## src/sv/mlv_pkg.sv

```systemverilog
`default_nettype none
// ----------------------------------------------------------------------------
// mlv_pkg
// Shared types and constants of the majority label vote block.
// ----------------------------------------------------------------------------
package mlv_pkg;

	localparam int LABEL_SLOTS  = 64;
	localparam int COUNT_BITS   = 16;
	localparam int MAX_VERTICES = 16777216;

	localparam int LBL_BITS = (LABEL_SLOTS > 1) ? $clog2(LABEL_SLOTS) : 1;
	localparam int NL_W     = 7;   // num_labels register
	localparam int TOL_W    = 17;  // tolerance_q16 register
	localparam int NV_W     = 25;  // vertex count register
	localparam int CHG_W    = 25;  // change counter
	localparam int LAB_W    = 16;  // input label fields
	localparam int KIND_W   = 2;
	localparam int CFG_W    = 25;  // widest register
	localparam int IDX_W    = 2;   // register index
	localparam int FRAC_W   = 16;  // Q25.16 scaling of the change count
	localparam int PROD_W   = TOL_W + NV_W;

	// queue depth between stages, power of two
	localparam int Q_DEPTH = 2;
	localparam int QP_W    = (Q_DEPTH > 1) ? $clog2(Q_DEPTH) : 1;
	localparam int QC_W    = $clog2(Q_DEPTH + 1);

	localparam logic [COUNT_BITS-1:0] CNT_MAX = '1;
	localparam logic [CHG_W-1:0]      CHG_MAX = '1;

	localparam logic [KIND_W-1:0] KIND_VOTE  = 2'd0;
	localparam logic [KIND_W-1:0] KIND_CLOSE = 2'd1;
	localparam logic [KIND_W-1:0] KIND_SWEEP = 2'd2;

	localparam logic [IDX_W-1:0] REG_NUM_LABELS    = 2'd0;
	localparam logic [IDX_W-1:0] REG_TOLERANCE     = 2'd1;
	localparam logic [IDX_W-1:0] REG_VERTEX_COUNT  = 2'd2;

	localparam logic RPT_GROUP = 1'b0;
	localparam logic RPT_SWEEP = 1'b1;

	typedef enum logic [1:0] {
		OP_VOTE,
		OP_CLOSE,
		OP_SWEEP
	} op_t;

	typedef struct packed {
		op_t                       op;
		logic [LBL_BITS-1:0]       lbl;
		logic signed [LAB_W-1:0]   old_label;
		logic                      count_changes;
	} cmd_t;

	typedef struct packed {
		logic [NL_W-1:0]  n_eff;
		logic [TOL_W-1:0] tol;
		logic [NV_W-1:0]  nv;
	} cfg_t;

	typedef struct packed {
		logic                report_kind;
		logic [LBL_BITS-1:0] winner_label;
		logic                changed;
		logic                converged;
		logic [CHG_W-1:0]    change_total;
	} res_t;

endpackage
`default_nettype wire

```

## src/sv/majority_label_vote.sv

```systemverilog
`default_nettype none
// ----------------------------------------------------------------------------
// majority_label_vote
// One label-propagation majority vote with change counting and a
// convergence report at sweep end.
// ----------------------------------------------------------------------------
// Usage:
//  Input side is a queue: a word is taken on push && !full. Vote words add to
//  the count of their label, close words yield the winning label, sweep-end
//  words yield a convergence report. Votes and unused kinds yield nothing.
//  Result side is a queue: the oldest result sits on the ports while empty is
//  low and is taken on pop && !empty. Registers are written through
//  cfg_we/cfg_index/cfg_data; the user must do so only while idle, unenforced.
// Timing:
//  The back end executes one command at a time. A vote reads the count
//  memory, then writes it back. A close scans the N clamped labels for the
//  argmax, reading one count per cycle from the single memory read port,
//  then passes ST_SCAN_LAST and ST_FIN. A sweep end forms the product, then
//  compares. A result enters the result queue as its command leaves ST_FIN
//  and shows on the ports once older results are popped. Two-entry queues
//  at both sides let the front accept while the back works, and let the
//  back finish one more result while pop is low.
// Reset: queues empty, counts and change counter zero, registers at defaults.
//  When the receiver stalls, the result queue fills and the back end holds
//  in its final state; the command queue then fills and full rises.
// ----------------------------------------------------------------------------
module majority_label_vote (
	input  wire logic                                clk,
	input  wire logic                                arst_n,
	input  wire logic                                push,
	output logic                                     full,
	input  wire logic        [mlv_pkg::KIND_W-1:0]   kind,
	input  wire logic signed [mlv_pkg::LAB_W-1:0]    label,
	input  wire logic signed [mlv_pkg::LAB_W-1:0]    old_label,
	input  wire logic                                count_changes,
	output logic                                     empty,
	input  wire logic                                pop,
	output logic                                     report_kind,
	output logic             [mlv_pkg::LBL_BITS-1:0] winner_label,
	output logic                                     changed,
	output logic                                     converged,
	output logic             [mlv_pkg::CHG_W-1:0]    change_total,
	input  wire logic                                cfg_we,
	input  wire logic        [mlv_pkg::IDX_W-1:0]    cfg_index,
	input  wire logic        [mlv_pkg::CFG_W-1:0]    cfg_data
);

	logic [mlv_pkg::NL_W-1:0]  num_labels_q;
	logic [mlv_pkg::TOL_W-1:0] tol_q;
	logic [mlv_pkg::NV_W-1:0]  nv_q;
	mlv_pkg::cfg_t             cfg;
	logic                      cmd_valid;
	mlv_pkg::cmd_t             cmd;
	logic                      cmd_take;
	mlv_pkg::res_t             res;

	always_ff @(posedge clk or negedge arst_n) begin
		if (!arst_n) begin
			num_labels_q <= mlv_pkg::NL_W'(64);
			tol_q        <= mlv_pkg::TOL_W'(655);
			nv_q         <= mlv_pkg::NV_W'(1);
		end else if (cfg_we) begin
			case (cfg_index)
				mlv_pkg::REG_NUM_LABELS:   num_labels_q <= cfg_data[mlv_pkg::NL_W-1:0];
				mlv_pkg::REG_TOLERANCE:    tol_q        <= cfg_data[mlv_pkg::TOL_W-1:0];
				mlv_pkg::REG_VERTEX_COUNT: nv_q         <= cfg_data[mlv_pkg::NV_W-1:0];
				default: begin
				end
			endcase
		end
	end

	// clamp label count to 1..LABEL_SLOTS
	always_comb begin
		cfg.tol = tol_q;
		cfg.nv  = nv_q;
		if (num_labels_q == '0) begin
			cfg.n_eff = mlv_pkg::NL_W'(1);
		end else if (num_labels_q > mlv_pkg::NL_W'(mlv_pkg::LABEL_SLOTS)) begin
			cfg.n_eff = mlv_pkg::NL_W'(mlv_pkg::LABEL_SLOTS);
		end else begin
			cfg.n_eff = num_labels_q;
		end
	end

	mlv_front u_front (
		.clk           (clk),
		.arst_n        (arst_n),
		.push          (push),
		.full          (full),
		.kind          (kind),
		.label         (label),
		.old_label     (old_label),
		.count_changes (count_changes),
		.n_eff         (cfg.n_eff),
		.cmd_valid     (cmd_valid),
		.cmd           (cmd),
		.cmd_take      (cmd_take)
	);

	mlv_back u_back (
		.clk       (clk),
		.arst_n    (arst_n),
		.cfg       (cfg),
		.cmd_valid (cmd_valid),
		.cmd       (cmd),
		.cmd_take  (cmd_take),
		.empty     (empty),
		.pop       (pop),
		.res       (res)
	);

	assign report_kind  = res.report_kind;
	assign winner_label = res.winner_label;
	assign changed      = res.changed;
	assign converged    = res.converged;
	assign change_total = res.change_total;

endmodule
`default_nettype wire

```

## src/sv/mlv_hist.sv

```systemverilog
`default_nettype none
// ----------------------------------------------------------------------------
// mlv_hist
// Per-label vote count memory, registered read, one valid bit per entry so
// that a close clears every count by clearing the valid bits.
// ----------------------------------------------------------------------------
module mlv_hist (
	input  wire logic                            clk,
	input  wire logic                            arst_n,
	input  wire logic                            rd_en,
	input  wire logic [mlv_pkg::LBL_BITS-1:0]    rd_addr,
	output logic      [mlv_pkg::COUNT_BITS-1:0]  rd_data,
	input  wire logic                            wr_en,
	input  wire logic [mlv_pkg::LBL_BITS-1:0]    wr_addr,
	input  wire logic [mlv_pkg::COUNT_BITS-1:0]  wr_data,
	input  wire logic                            clr
);

	logic [mlv_pkg::COUNT_BITS-1:0]  mem [mlv_pkg::LABEL_SLOTS];
	logic [mlv_pkg::COUNT_BITS-1:0]  rd_q;
	logic [mlv_pkg::LABEL_SLOTS-1:0] vld_q;
	logic                            rd_vld_q;

	always_ff @(posedge clk) begin
		if (wr_en) begin
			mem[wr_addr] <= wr_data;
		end
		if (rd_en) begin
			rd_q <= mem[rd_addr];
		end
	end

	always_ff @(posedge clk or negedge arst_n) begin
		if (!arst_n) begin
			vld_q    <= '0;
			rd_vld_q <= 1'b0;
		end else begin
			if (clr) begin
				vld_q <= '0;
			end else if (wr_en) begin
				vld_q[wr_addr] <= 1'b1;
			end
			if (rd_en) begin
				rd_vld_q <= vld_q[rd_addr];
			end
		end
	end

	// an entry not written since the last clear counts zero
	assign rd_data = rd_vld_q ? rd_q : '0;

endmodule
`default_nettype wire

```

## src/sv/mlv_front.sv

```systemverilog
`default_nettype none
// ----------------------------------------------------------------------------
// mlv_front
// Accepts input words, drops unused kinds and out-of-range votes, and queues
// the rest as commands for the back end.
// ----------------------------------------------------------------------------
module mlv_front (
	input  wire logic                                clk,
	input  wire logic                                arst_n,
	input  wire logic                                push,
	output logic                                     full,
	input  wire logic        [mlv_pkg::KIND_W-1:0]   kind,
	input  wire logic signed [mlv_pkg::LAB_W-1:0]    label,
	input  wire logic signed [mlv_pkg::LAB_W-1:0]    old_label,
	input  wire logic                                count_changes,
	input  wire logic        [mlv_pkg::NL_W-1:0]     n_eff,
	output logic                                     cmd_valid,
	output mlv_pkg::cmd_t                            cmd,
	input  wire logic                                cmd_take
);

	mlv_pkg::cmd_t             q_mem [mlv_pkg::Q_DEPTH];
	logic [mlv_pkg::QP_W-1:0]  wr_ptr_q;
	logic [mlv_pkg::QP_W-1:0]  rd_ptr_q;
	logic [mlv_pkg::QC_W-1:0]  cnt_q;
	logic                      in_range;
	logic                      keep;
	logic                      enq;
	logic                      deq;
	mlv_pkg::cmd_t             cmd_in;

	assign in_range = !label[mlv_pkg::LAB_W-1] &&
		(label < mlv_pkg::LAB_W'(n_eff));

	always_comb begin
		cmd_in               = '0;
		cmd_in.lbl           = label[mlv_pkg::LBL_BITS-1:0];
		cmd_in.old_label     = old_label;
		cmd_in.count_changes = count_changes;
		keep                 = 1'b0;
		case (kind)
			mlv_pkg::KIND_VOTE: begin
				cmd_in.op = mlv_pkg::OP_VOTE;
				keep      = in_range;
			end
			mlv_pkg::KIND_CLOSE: begin
				cmd_in.op = mlv_pkg::OP_CLOSE;
				keep      = 1'b1;
			end
			mlv_pkg::KIND_SWEEP: begin
				cmd_in.op = mlv_pkg::OP_SWEEP;
				keep      = 1'b1;
			end
			default: begin
				cmd_in.op = mlv_pkg::OP_VOTE;
				keep      = 1'b0;
			end
		endcase
	end

	assign full      = (cnt_q == mlv_pkg::QC_W'(mlv_pkg::Q_DEPTH));
	assign enq       = push && !full && keep;
	assign deq       = cmd_take && cmd_valid;
	assign cmd_valid = (cnt_q != '0);
	assign cmd       = q_mem[rd_ptr_q];

	always_ff @(posedge clk) begin
		if (enq) begin
			q_mem[wr_ptr_q] <= cmd_in;
		end
	end

	always_ff @(posedge clk or negedge arst_n) begin
		if (!arst_n) begin
			wr_ptr_q <= '0;
			rd_ptr_q <= '0;
			cnt_q    <= '0;
		end else begin
			if (enq) begin
				wr_ptr_q <= wr_ptr_q + 1'b1;
			end
			if (deq) begin
				rd_ptr_q <= rd_ptr_q + 1'b1;
			end
			if (enq && !deq) begin
				cnt_q <= cnt_q + 1'b1;
			end else if (deq && !enq) begin
				cnt_q <= cnt_q - 1'b1;
			end
		end
	end

endmodule
`default_nettype wire

```

## src/sv/mlv_back.sv

```systemverilog
`default_nettype none
// ----------------------------------------------------------------------------
// mlv_back
// Carries out queued commands: count updates, argmax scan on close, change
// counting and the convergence test, with a small result queue at the output.
// ----------------------------------------------------------------------------
module mlv_back (
	input  wire logic          clk,
	input  wire logic          arst_n,
	input  wire mlv_pkg::cfg_t cfg,
	input  wire logic          cmd_valid,
	input  wire mlv_pkg::cmd_t cmd,
	output logic               cmd_take,
	output logic               empty,
	input  wire logic          pop,
	output mlv_pkg::res_t      res
);

	typedef enum logic [4:0] {
		ST_IDLE      = 5'b00001,
		ST_VOTE_WR   = 5'b00010,
		ST_SCAN      = 5'b00100,
		ST_SCAN_LAST = 5'b01000,
		ST_FIN       = 5'b10000
	} state_t;

	state_t                             state_q;
	mlv_pkg::op_t                       op_q;
	logic [mlv_pkg::LBL_BITS-1:0]       lbl_q;
	logic signed [mlv_pkg::LAB_W-1:0]   old_q;
	logic                               cc_q;
	logic [mlv_pkg::LBL_BITS-1:0]       idx_q;
	logic [mlv_pkg::LBL_BITS-1:0]       pend_idx_q;
	logic                               pend_q;
	logic [mlv_pkg::LBL_BITS-1:0]       best_q;
	logic [mlv_pkg::COUNT_BITS-1:0]     best_cnt_q;
	logic [mlv_pkg::CHG_W-1:0]          chg_cnt_q;
	logic [mlv_pkg::PROD_W-1:0]         prod_q;

	logic                               rd_en;
	logic [mlv_pkg::LBL_BITS-1:0]       rd_addr;
	logic [mlv_pkg::COUNT_BITS-1:0]     rd_data;
	logic                               wr_en;
	logic [mlv_pkg::COUNT_BITS-1:0]     wr_data;
	logic                               clr;
	logic [mlv_pkg::LBL_BITS-1:0]       last_idx;
	logic                               chg;
	logic [mlv_pkg::CHG_W-1:0]          chg_next;
	logic                               conv;

	mlv_pkg::res_t                      q_mem [mlv_pkg::Q_DEPTH];
	logic [mlv_pkg::QP_W-1:0]           wr_ptr_q;
	logic [mlv_pkg::QP_W-1:0]           rd_ptr_q;
	logic [mlv_pkg::QC_W-1:0]           cnt_q;
	logic                               res_full;
	logic                               res_push;
	mlv_pkg::res_t                      res_in;
	logic                               deq;

	mlv_hist u_hist (
		.clk     (clk),
		.arst_n  (arst_n),
		.rd_en   (rd_en),
		.rd_addr (rd_addr),
		.rd_data (rd_data),
		.wr_en   (wr_en),
		.wr_addr (lbl_q),
		.wr_data (wr_data),
		.clr     (clr)
	);

	assign last_idx = mlv_pkg::LBL_BITS'(cfg.n_eff - 1'b1);
	assign chg      = (old_q != mlv_pkg::LAB_W'(best_q));
	assign chg_next = (chg && cc_q && (chg_cnt_q != mlv_pkg::CHG_MAX)) ?
		chg_cnt_q + 1'b1 : chg_cnt_q;
	assign conv     = (mlv_pkg::PROD_W'({chg_cnt_q, mlv_pkg::FRAC_W'(0)}) < prod_q);
	assign wr_data  = (rd_data == mlv_pkg::CNT_MAX) ? rd_data : rd_data + 1'b1;
	assign res_full = (cnt_q == mlv_pkg::QC_W'(mlv_pkg::Q_DEPTH));

	always_comb begin
		cmd_take = 1'b0;
		rd_en    = 1'b0;
		rd_addr  = idx_q;
		wr_en    = 1'b0;
		clr      = 1'b0;
		res_push = 1'b0;
		res_in   = '0;
		case (state_q)
			ST_IDLE: begin
				cmd_take = cmd_valid;
				if (cmd_valid && cmd.op == mlv_pkg::OP_VOTE) begin
					rd_en   = 1'b1;
					rd_addr = cmd.lbl;
				end
			end
			ST_VOTE_WR: begin
				wr_en = 1'b1;
			end
			ST_SCAN: begin
				rd_en = 1'b1;
			end
			ST_SCAN_LAST: begin
			end
			ST_FIN: begin
				if (!res_full) begin
					res_push = 1'b1;
					if (op_q == mlv_pkg::OP_SWEEP) begin
						res_in.report_kind  = mlv_pkg::RPT_SWEEP;
						res_in.converged    = conv;
						res_in.change_total = chg_cnt_q;
					end else begin
						clr                 = 1'b1;
						res_in.report_kind  = mlv_pkg::RPT_GROUP;
						res_in.winner_label = best_q;
						res_in.changed      = chg;
						res_in.change_total = chg_next;
					end
				end
			end
			default: begin
			end
		endcase
	end

	// payload registers
	always_ff @(posedge clk) begin
		if (state_q == ST_IDLE && cmd_valid) begin
			op_q  <= cmd.op;
			lbl_q <= cmd.lbl;
			old_q <= cmd.old_label;
			cc_q  <= cmd.count_changes;
			prod_q <= mlv_pkg::PROD_W'(cfg.tol) * mlv_pkg::PROD_W'(cfg.nv);
		end
		if (state_q == ST_SCAN) begin
			pend_idx_q <= idx_q;
		end
	end

	always_ff @(posedge clk or negedge arst_n) begin
		if (!arst_n) begin
			state_q    <= ST_IDLE;
			idx_q      <= '0;
			pend_q     <= 1'b0;
			best_q     <= '0;
			best_cnt_q <= '0;
			chg_cnt_q  <= '0;
		end else begin
			// compare runs in the cycle after its read is issued
			if (pend_q && rd_data > best_cnt_q) begin
				best_cnt_q <= rd_data;
				best_q     <= pend_idx_q;
			end
			case (state_q)
				ST_IDLE: begin
					if (cmd_valid) begin
						case (cmd.op)
							mlv_pkg::OP_VOTE: begin
								state_q <= ST_VOTE_WR;
							end
							mlv_pkg::OP_CLOSE: begin
								idx_q      <= '0;
								pend_q     <= 1'b0;
								best_q     <= '0;
								best_cnt_q <= '0;
								state_q    <= ST_SCAN;
							end
							default: begin
								state_q <= ST_FIN;
							end
						endcase
					end
				end
				ST_VOTE_WR: begin
					state_q <= ST_IDLE;
				end
				ST_SCAN: begin
					pend_q <= 1'b1;
					if (idx_q == last_idx) begin
						state_q <= ST_SCAN_LAST;
					end else begin
						idx_q <= idx_q + 1'b1;
					end
				end
				ST_SCAN_LAST: begin
					pend_q  <= 1'b0;
					state_q <= ST_FIN;
				end
				ST_FIN: begin
					if (!res_full) begin
						if (op_q == mlv_pkg::OP_SWEEP) begin
							chg_cnt_q <= '0;
						end else begin
							chg_cnt_q <= chg_next;
						end
						state_q <= ST_IDLE;
					end
				end
				default: begin
					state_q <= ST_IDLE;
				end
			endcase
		end
	end

	// result queue
	assign empty = (cnt_q == '0);
	assign deq   = pop && !empty;
	assign res   = q_mem[rd_ptr_q];

	always_ff @(posedge clk) begin
		if (res_push) begin
			q_mem[wr_ptr_q] <= res_in;
		end
	end

	always_ff @(posedge clk or negedge arst_n) begin
		if (!arst_n) begin
			wr_ptr_q <= '0;
			rd_ptr_q <= '0;
			cnt_q    <= '0;
		end else begin
			if (res_push) begin
				wr_ptr_q <= wr_ptr_q + 1'b1;
			end
			if (deq) begin
				rd_ptr_q <= rd_ptr_q + 1'b1;
			end
			if (res_push && !deq) begin
				cnt_q <= cnt_q + 1'b1;
			end else if (deq && !res_push) begin
				cnt_q <= cnt_q - 1'b1;
			end
		end
	end

endmodule
`default_nettype wire

```

## config.mk

```make
export PLATFORM = sky130hd
export DESIGN_NAME = majority_label_vote
export DESIGN_NICKNAME = d
export VERILOG_FILES = /design/src/sv/mlv_pkg.sv /design/src/sv/majority_label_vote.sv /design/src/sv/mlv_hist.sv /design/src/sv/mlv_front.sv /design/src/sv/mlv_back.sv
export SDC_FILE = /design/constraint.sdc
export NUM_CORES = 2
export LEC_CHECK = 0
export ABC_AREA = 0
export BUFFER_PORTS_ARGS = -buffer_cell sky130_fd_sc_hd__buf_4
export CORE_AREA = 5 5 357 359
export CTS_CLUSTER_DIAMETER = 150
export DETAILED_ROUTE_END_ITERATION = 10
export DIE_AREA = 0 0 362 364
export HOLD_SLACK_MARGIN = 0.08
export MAX_ROUTING_LAYER = met4
export PLACE_DENSITY = 0.73
export RECOVER_POWER = 100
export SLEW_MARGIN = 15
export SYNTH_ARGS = -nofsm -noshare
export SYNTH_HDL_FRONTEND = slang
export SYNTH_SLANG_ARGS = --single-unit
```

## constraint.sdc

```tcl
create_clock -name clk -period 13.81 [get_ports clk]
set_input_delay 2.0715 -clock clk [delete_from_list [all_inputs] [get_ports clk]]
set_output_delay 2.0715 -clock clk [all_outputs]
set_load 0.01 [all_outputs]
```

==> results.yml <==
floorplan:
  fp.dieW_um: 362
  die-area_um2: 131800
  io_pins: 103
  num_rows: 129
  die_h_um: 364
  fp.coreArea_um2: 123500
  start_util_pct: 56.84
clocking:
  cts_sinks: 1412
  cts_resized: 0
  root_buffer: "clkbuf_16"
  numCtsBuffers: 141
  clk_latency_ps: 790
  cts_tree: "yes"
  cts_setup_buffers: 0
  h-tree-depth: 4
  cts-hold-fix-buffers: 0
  cts_max_path_buffers: 3
  clk_pin_slew_ps: 60
critical_path:
  arrival_ps: 8630
  crit_path_start_kind: "flip-flop"
  crit_path_max_incr_delay_ps: 2730
  cp_cell_sequence: "clkbuf_1 > mux2_1 > or3_1 > nand2_8 > clkbuf_1 > mux4_2 > a22oi_1 > nand3_1 > o311a_1"
  cpLargestDelayFamily: "buffers and inverters"
  critPathMaxFanout: 92
  cp_data_required_time_ps: 14360
  cp_common_cell: "clkbuf_1"
  critPathKind: "flip-flop to flip-flop"
  crit_slowest_cell: "clkbuf_1"
  crit_path_end_kind: "flip-flop"
  path_buf_inv: 2
synth:
  seq_area_frac_synth_pct: 59.14
  ys_top_cells_by_area: "edfxtp_1 53%, fa_1 9.8%, mux4_2 6.2%"
  synthCells: 4938
  ys_seq_elements: 1412
  synthTopCellsByCount: "1231 x edfxtp_1, 557 x nand2_1, 448 x inv_1"
  synth_top_area_share_pct: 52.67
  synth_top_cell_by_area: "edfxtp_1"
  ys_async_sr_fraction_pct: 12.82
  synth_edf_count: 1231
  syn-num-nets: 5522
  synth.most_common_cell: "edfxtp_1"
  postSynthAreaPerCell_um2: 14.21
  synthDistinctLibCells: 83
  synth_ff_type: "edfxtp_1"
  ys_warn_count: 0
  netlist_area_um2: 70180
place:
  place_congestion: 0.9623
  dp_hpwl_mm: 110.2
  numPortBuffers: 102
  place_ws_ps: 6660
  place_area_um2: 73020
timing:
  setup_ws_ps: 5724
  setup_tns_ps: 0
  tightestPinTransition_ps: 4160
  rsz0062_at_grt: "false"
  drv_slew: 1555
  skew_ps: 57.74
  fin_crit_ps: 8086
  final-hold-violation-count: 0
  period_share_pct: 58.55
  max_slew_margin_pct: -177.3
  fmax_mhz: 123.7
  setup_viol: 0
detailed_routing:
  drt_iter0_markers: 5095
  vias_per_cell: 6.117
  first_pass_iters: 6
  ant_nets: 0
  wl_per_cell_um: 25.26
  drc_errors: 0
  vias: 41698
  wl_mm: 172.2
global_routing:
  grt-ovfl-total: 0
  grt_max_degree: 93
  antenna_found_initial: 4
  grt_usage_pct: 27.31
  grt_pass1_wl_mm: 261.7
  grt_pass1_vias: 41674
status:
  status: "finished with violations"
  violations: "capacitance limit, slew limit"
flow_run:
  maxCapViolations: 43
cells_and_area:
  layout-drive-gt1-share_pct: 11.88
  fin_nets: 5645
  fin_util_pct: 62.25
  final_area_um2: 76870
  syn2layout_area_growth_pct: 9.528
hold_path:
  hold_class: "flip-flop to flip-flop"
worst register-to-register path, cell delays in order (launching register included):
cell and delay, ps:
dfrtp_1 390, clkbuf_1 1110, mux2_1 450, or3_1 570, nand2_8 780, clkbuf_1 2750
mux4_2 790, a22oi_1 480, nand3_1 340, o311a_1 230
metrics by stage:
step / hold slack [ps] / instances
6_report: 496.1 / 6817
5_1_grt: 513.3 / 6817
4_1_cts: 494.3 / 6814
3_5_place_dp: 478.2 / 6555
3_3_place_gp: 468.9 / 6555
2_1_floorplan: 423.1 / 4938
final timing paths:
check / end / startpoint / slack [ps] / cells past startpoint
worst min-delay path: u_back.best_q[1] / u_back.pend_idx_q[1] / 500 / 2
min in group asynchronous: nv_q[16] / arst_n / 2780 / 1
worst max-delay path: u_back.u_hist.rd_q[8] / u_front.rd_ptr_q / 5720 / 9
worst min register to register: u_back.best_q[1] / u_back.pend_idx_q[1] / 500 / 2
worst max register to register: u_back.u_hist.rd_q[8] / u_front.rd_ptr_q / 5720 / 9
max in group asynchronous: u_back.u_hist.vld_q[12] / arst_n / 6000 / 3
routing by layer:
metal	GRT usage, %	wire length, um	vias up
li1	-	-	17881
met1	39.35	70930	21336
met2	39.04	76560	2193
met3	7.247	20030	288
met4	7.632	4693	0
met5	-	0	-
layout make-up:
class	count	area (um^2)
Fill cell	8992	46610
Sequential cell	1412	41510
Multi-Input combinational cell	2825	25850
Clock buffer	194	3881
Tap cell	1637	2048
Inverter	451	1693
Timing Repair Buffer	230	1220
Clock inverter	65	663.1
Antenna cell	3	7.507
kinds of logic (layout without fill, tap and decap cells):
family	count (synthesis)	in the layout	synth area share, %
and+or+nand+nor	1399	1399	9.175
DFF	1412	1412	59.14
other	0	3	0
muxes	395	395	9.282
xor gates and xnor gates	93	93	1.161
adders and majority gates	517	517	12.90
buffers and inverters	701	940	4.158
AOI/OAI and AO/OA	421	421	4.186
state kept, by name, indices dropped and copies added (netlist names), 2 cells and up:
name / count
u_back.pend_idx_q: 6
u_back.lbl_q: 6
u_back.best_q: 6
u_back.chg_cnt_q: 25
u_back.state_q: 5
u_back.u_hist.vld_q: 64
u_back.cnt_q: 2
u_front.cnt_q: 2
u_back.old_q: 16
u_back.best_cnt_q: 16
u_back.prod_q: 42
tol_q: 17
u_back.idx_q: 6
u_back.u_hist.mem: 1024
nv_q: 25
u_back.q_mem: 68
u_back.op_q: 2
num_labels_q: 7
u_front.q_mem: 50
u_back.u_hist.rd_q: 16
layout by cell type, fill, tap and decap left out, types with 19 or more instances in the layout:
master | netlist | layout
a21o_1 | 28 | 28
a21oi_1 | 71 | 70
a22oi_1 | 81 | 81
a32oi_1 | 34 | 34
and2_1 | 194 | 186
and3_1 | 19 | 19
buf_4 | 15 | 84
clkbuf_1 | 172 | 176
clkbuf_16 | 0 | 144
clkinv_1 | 1 | 22
dfrtp_1 | 172 | 172
edfxtp_1 | 1231 | 1231
fa_1 | 344 | 344
ha_1 | 173 | 173
inv_1 | 448 | 449
mux2_1 | 0 | 19
mux2_2 | 110 | 91
mux2i_1 | 88 | 89
mux4_2 | 192 | 192
nand2_1 | 557 | 557
nand3_1 | 150 | 150
nand4_1 | 45 | 46
nor2_1 | 320 | 315
nor3_1 | 31 | 31
o21ai_0 | 63 | 63
o31ai_1 | 21 | 21
xnor2_1 | 63 | 62
xor2_1 | 30 | 29
Power is not shown: default switching activity piles up to over one toggle a cycle in this logic, so the estimate is an artifact.
